<file path="config.mk">
export PLATFORM = sky130hd
export DESIGN_NAME = sel_mul
export DESIGN_NICKNAME = d
export VERILOG_FILES = /design/src/design/sel_mul.sv
export SDC_FILE = /design/constraint.sdc
export NUM_CORES = 1
export LEC_CHECK = 0
export ABC_CLOCK_PERIOD_IN_PS = 10700
export BUFFER_PORTS_ARGS = -buffer_cell sky130_fd_sc_hd__buf_4
export CORE_ASPECT_RATIO = 1.4
export CORE_MARGIN = 2
export CORE_UTILIZATION = 55
export DETAILED_ROUTE_END_ITERATION = 12
export PLACE_DENSITY = 0.73
export SYNTH_ARGS = -nofsm -noshare
export SYNTH_HDL_FRONTEND = slang
export SYNTH_SLANG_ARGS = --single-unit
export TNS_END_PERCENT = 1
</file>
<file path="constraint.sdc">
create_clock -name aclk -period 10.7 [get_ports aclk]
set_clock_uncertainty 0.05 [all_clocks]
set_input_delay 0.535 -clock aclk [delete_from_list [all_inputs] [get_ports aclk]]
set_output_delay 0.535 -clock aclk [all_outputs]
set_load 0.02 [all_outputs]
</file>
<file path="src/design/sel_mul.sv">
// Shared signed multiplier with a registered product.
`timescale 1ns / 1ps

module sel_mul #(
    parameter int A_W = 21,
    parameter int B_W = 18
) (
    input  logic                        aclk,
    input  logic signed [A_W-1:0]       a_in,
    input  logic signed [B_W-1:0]       b_in,
    output logic signed [A_W+B_W-1:0]   p_out
);

    logic signed [A_W+B_W-1:0] p_reg;

    // One product per cycle, registered before any further use.
    always_ff @(posedge aclk) begin
        p_reg <= a_in * b_in;
    end

    assign p_out = p_reg;

endmodule

</file>
### Yosys cells after proc, flatten, opt, wreduce, memory -nomap -nowiden

Cells that the tools add are included.
W data, S select, Z words.

| cells by class | value |
|---|---|
| multipliers | 1 |

Operator list:

| cell | number |
|---|---|
| $mul A21 B18 Y39 | 1 |

| storage, ports and cells | value |
|---|---|
| word-level logic and storage cells | 2 |
| output and inout port bits | 39 |
| flip-flop bits (word level) | 39 |
| bits of input ports | 40 |

### Longest topological paths before layout

| depth | value |
|---|---|
| depth in word-level cells | 1 |
| mapped depth | 24 |
| gate-level depth less buffers | 22 |

### Worst setup path after synthesis

OpenSTA, ideal clock, no wires.

| timing | value |
|---|---|
| path kind | in2reg |
| start point | input a_in[9] |
| end point | register p_reg[36], in the netlist p_out[36] |
| setup time | 0.062 ns |
| setup slack | 4.350 ns |
| path buffers | 3 |
| data arrival time | 6.238 ns |
| stages | 22 |
| data required time | 10.588 ns |
| cells stage by stage | clkbuf_1 > clkbuf_1 > nand2_1 > fa_1 > inv_1 > fa_1 > fa_1 > fa_1 > fa_1 > inv_1 > fa_1 > inv_1 > ha_1 > clkbuf_1 > nand3_1 > nor2_1 > o31a_1 > a22o_1 > or3_1 > o31a_1 > or4_1 > nand3_1 |

| between the ends | value |
|---|---|
| word-level cells in the longest chain between the ends | 1 |

RTL lines:

| element | RTL line | text |
|---|---|---|
| start: declaration | 9 | `input logic signed [A_W-1:0] a_in,` |
| $mul A21 B18 Y39 | 18 | `p_reg <= a_in * b_in;` |
| end signal: assignment | 18 |  |
| end: declaration | 14 | `logic signed [A_W+B_W-1:0] p_reg;` |

Every way passes these cells.

### Worst setup path in the final report

| timing | value |
|---|---|
| start point | input b_in[3] |
| end point | register p_reg[37], in the netlist p_out[37] |

| between the ends | value |
|---|---|
| word-level cells in the longest chain between the ends | 1 |

RTL lines:

| element | RTL line | text |
|---|---|---|
| start: declaration | 10 | `input logic signed [B_W-1:0] b_in,` |
| $mul A21 B18 Y39 | 18 |  |

Every way passes these cells.

==> results.py <==
metrics = {
    "run_status": {
        "status": "complete, no violations",
    },
    "routing": {
        "viasPerCell": 5.38,
        "dr.pass1.iters": 5,
        "ant_nets": 0,
        "wl_per_cell_um": 17.2,
        "route.detailed.drc": 0,
        "vias": 10500,
        "drt-total-wl_um": 33400,
        "drtIter0Drc": 486,
    },
    "grt": {
        "grt-ovfl-total": 0,
        "grt_antenna_before_repair": 0,
        "grt_pass1_wl_um": 55100,
        "grt_pass1_vias": 11300,
        "grtUsageTotal_pct": 25.5,
        "grt_max_degree": 23,
    },
    "cts": {
        "cts_tree": "built",
        "root_buffer": "clkbuf_16",
        "post_cts_resize_count": 0,
        "cts_hold_buffers": 0,
        "htreeDepth": 2,
        "cts_setup_buffers": 0,
        "cts_buffers": 5,
        "clkTransAtPathRegs_ns": 0.06,
        "clk_path_buf_depth": 2,
        "cts_sinks": 39,
    },
    "critical_path": {
        "crit_type": "in -> reg",
        "crit_fanout": 21,
        "worstSetupStartpoint": "b_in[3]",
        "startpoint_type": "input pin",
        "end_kind": "flip-flop",
        "crit_end": "p_out[37]",
        "required_ns": 10.83,
        "arrival_ns": 6.59,
    },
    "placed_design": {
        "dpl.hpwl_um": 28300,
        "place_ws_ns": 3.99,
        "io_buffers": 78,
        "gp_congestion": 0.880,
        "place_inst": 1935,
    },
    "sta": {
        "finalCritPeriodShare_pct": 60.4,
        "grt_setup_unrepaired": "no",
        "fin_tns_setup_ns": 0,
        "min_period_ns": 6.46,
        "layout_setup_ws_ns": 4.24,
        "hold_viol": 0,
        "worst_slew_pin_slew_ns": 0.763,
        "finalSetupViolCount": 0,
        "final_max_slew_viol_count": 0,
        "fmax_mhz": 155,
        "relSlewSlack_pct": 48.8,
    },
    "logic_synthesis": {
        "yosysWarnings": 0,
        "synth_top_area_share_pct": 51.8,
        "ys_seq_area_share_pct": 5.36,
        "ys_types": 50,
        "syn-cell-area_sq_um": 14600,
        "synth-seq-cells": 39,
        "yosys_most_used_dff": "dfxtp_1",
        "synth.avg_cell_area_sq_um": 9.13,
        "synth_edf_count": 0,
        "postSynthCellCount": 1597,
        "netlist_top_cells_area": "fa_1, inv_1, ha_1, nand2_1, and2_1",
        "async_reset_ff_share_pct": 0,
        "syn_nets": 2113,
        "yosys.area.top_type": "fa_1",
    },
    "final_layout": {
        "largest_reg_flops": 39,
        "nNetsFinal": 2134,
        "syn_to_final_growth_pct": 6.11,
        "finalNonFillerCells": 1943,
        "final_layout_size_suffix_gt1_share_pct": 5.68,
        "final_core_util_pct": 59.3,
        "antennaDiodeCount": 0,
    },
    "die": {
        "io_pins": 79,
        "start_util_pct": 55.9,
        "fp.dieH_um": 197,
        "rows": 70,
        "die_x_um": 142,
        "die-area_sq_um": 27800,
        "core_sq_um": 26100,
    },
    "job": {
        "maxCapViolations": 0,
    },
    "hold_path": {
        "min-delay-start": "a_in[0]",
        "hp-class": "in -> reg",
    },
}
==> layout by cell type, fill, tap and decap left out, drive strengths merged, types with 3 or more instances in the layout <==
cell type,instances
dfxtp,39
inv,439
o311ai,3
or3,4
and2,140
o31ai,5
and3,4
o21bai,4
nor3,4
nor2,19
a211oi,3
ha,99
buf,78
nor2b,18
fa,377
xnor2,27
nand2b,8
nand3,6
o21a,3
a21o,9
a21oi,31
xor2,10
o21ai,8
clkbuf,6
and4,3
o211ai,4
nand2,236
nand4,3
==> cells by family after synthesis <==
group / synth area share, %
buffers and inverters: 13.0
adders and majority gates: 60.3
and+or+nand+nor: 15.2
AOI/OAI and AO/OA: 3.88
DFF: 5.36
xor gates and xnor gates: 2.22
muxes: 0.0772
==> layout make-up <==
class                   instances  area (sq um)
inverters                     439          1650
flip-flops and latches         39           781
well taps                     324           405
fillers                      2252         10600
repair buffers                 78           586
multi-input cells            1055         11900
clock buffers                   6           129
clock inverters                 2          12.5
==> cells in the mapped netlist (all sizes together) (6+ instances only) <==
| cell | number |
|---|---|
| a21o | 9 |
| a21oi | 31 |
| and2 | 140 |
| clkbuf | 63 |
| dfxtp | 39 |
| fa | 377 |
| ha | 99 |
| inv | 439 |
| nand2 | 236 |
| nand2b | 8 |
| nand3 | 6 |
| nor2 | 19 |
| nor2b | 18 |
| o21ai | 8 |
| xnor2 | 27 |
| xor2 | 10 |
==> how the worst min path moves through the flow <==
stage	to	slack, ns	cells after the start
2_1_floorplan	p_out[0]	0.61	1
3_3_place_gp	p_out[0]	0.88	2
3_5_place_dp	p_out[0]	0.87	2
4_1_cts	p_out[0]	0.58	2
5_1_grt	p_out[0]	0.59	2
6_report	p_out[0]	0.58	2
==> through the flow <==
step,hold slack (ns),instance area [sq um]
floorplan,0.612,14600
global placement,0.882,15300
detailed placement,0.874,15300
CTS,0.583,15500
global route,0.593,15500
finish,0.582,15500
==> critical path, cell delays in order <==
cell and delay [ns]:
buf_4 0.23, nand2_1 0.14, inv_1 0.14, fa_1 0.47, fa_1 0.55, inv_1 0.06
fa_1 0.49, inv_1 0.06, fa_1 0.52, fa_1 0.50, inv_1 0.05, fa_1 0.47
inv_1 0.04, ha_1 0.33, o21ai_0 0.19, a21oi_1 0.05, or2_2 0.30, o41ai_1 0.58
a2111o_1 0.23, nand3b_1 0.14, a311o_1 0.35, xor2_1 0.15
==> per-layer routing <==
| metal | up-vias | GRT usage, % | share of wire, % |
|---|---|---|---|
| met4 | 0 | 14.2 | 6.8 |
| met1 | 5402 | 26.9 | 32 |
| met3 | 114 | 2.26 | 3.7 |
| met2 | 335 | 49.3 | 58 |
| li1 | 4609 | - | - |
| met5 | - | 0 | 0 |
Power is not shown: default switching activity piles up to over one toggle a cycle in this logic, so the estimate is an artifact.
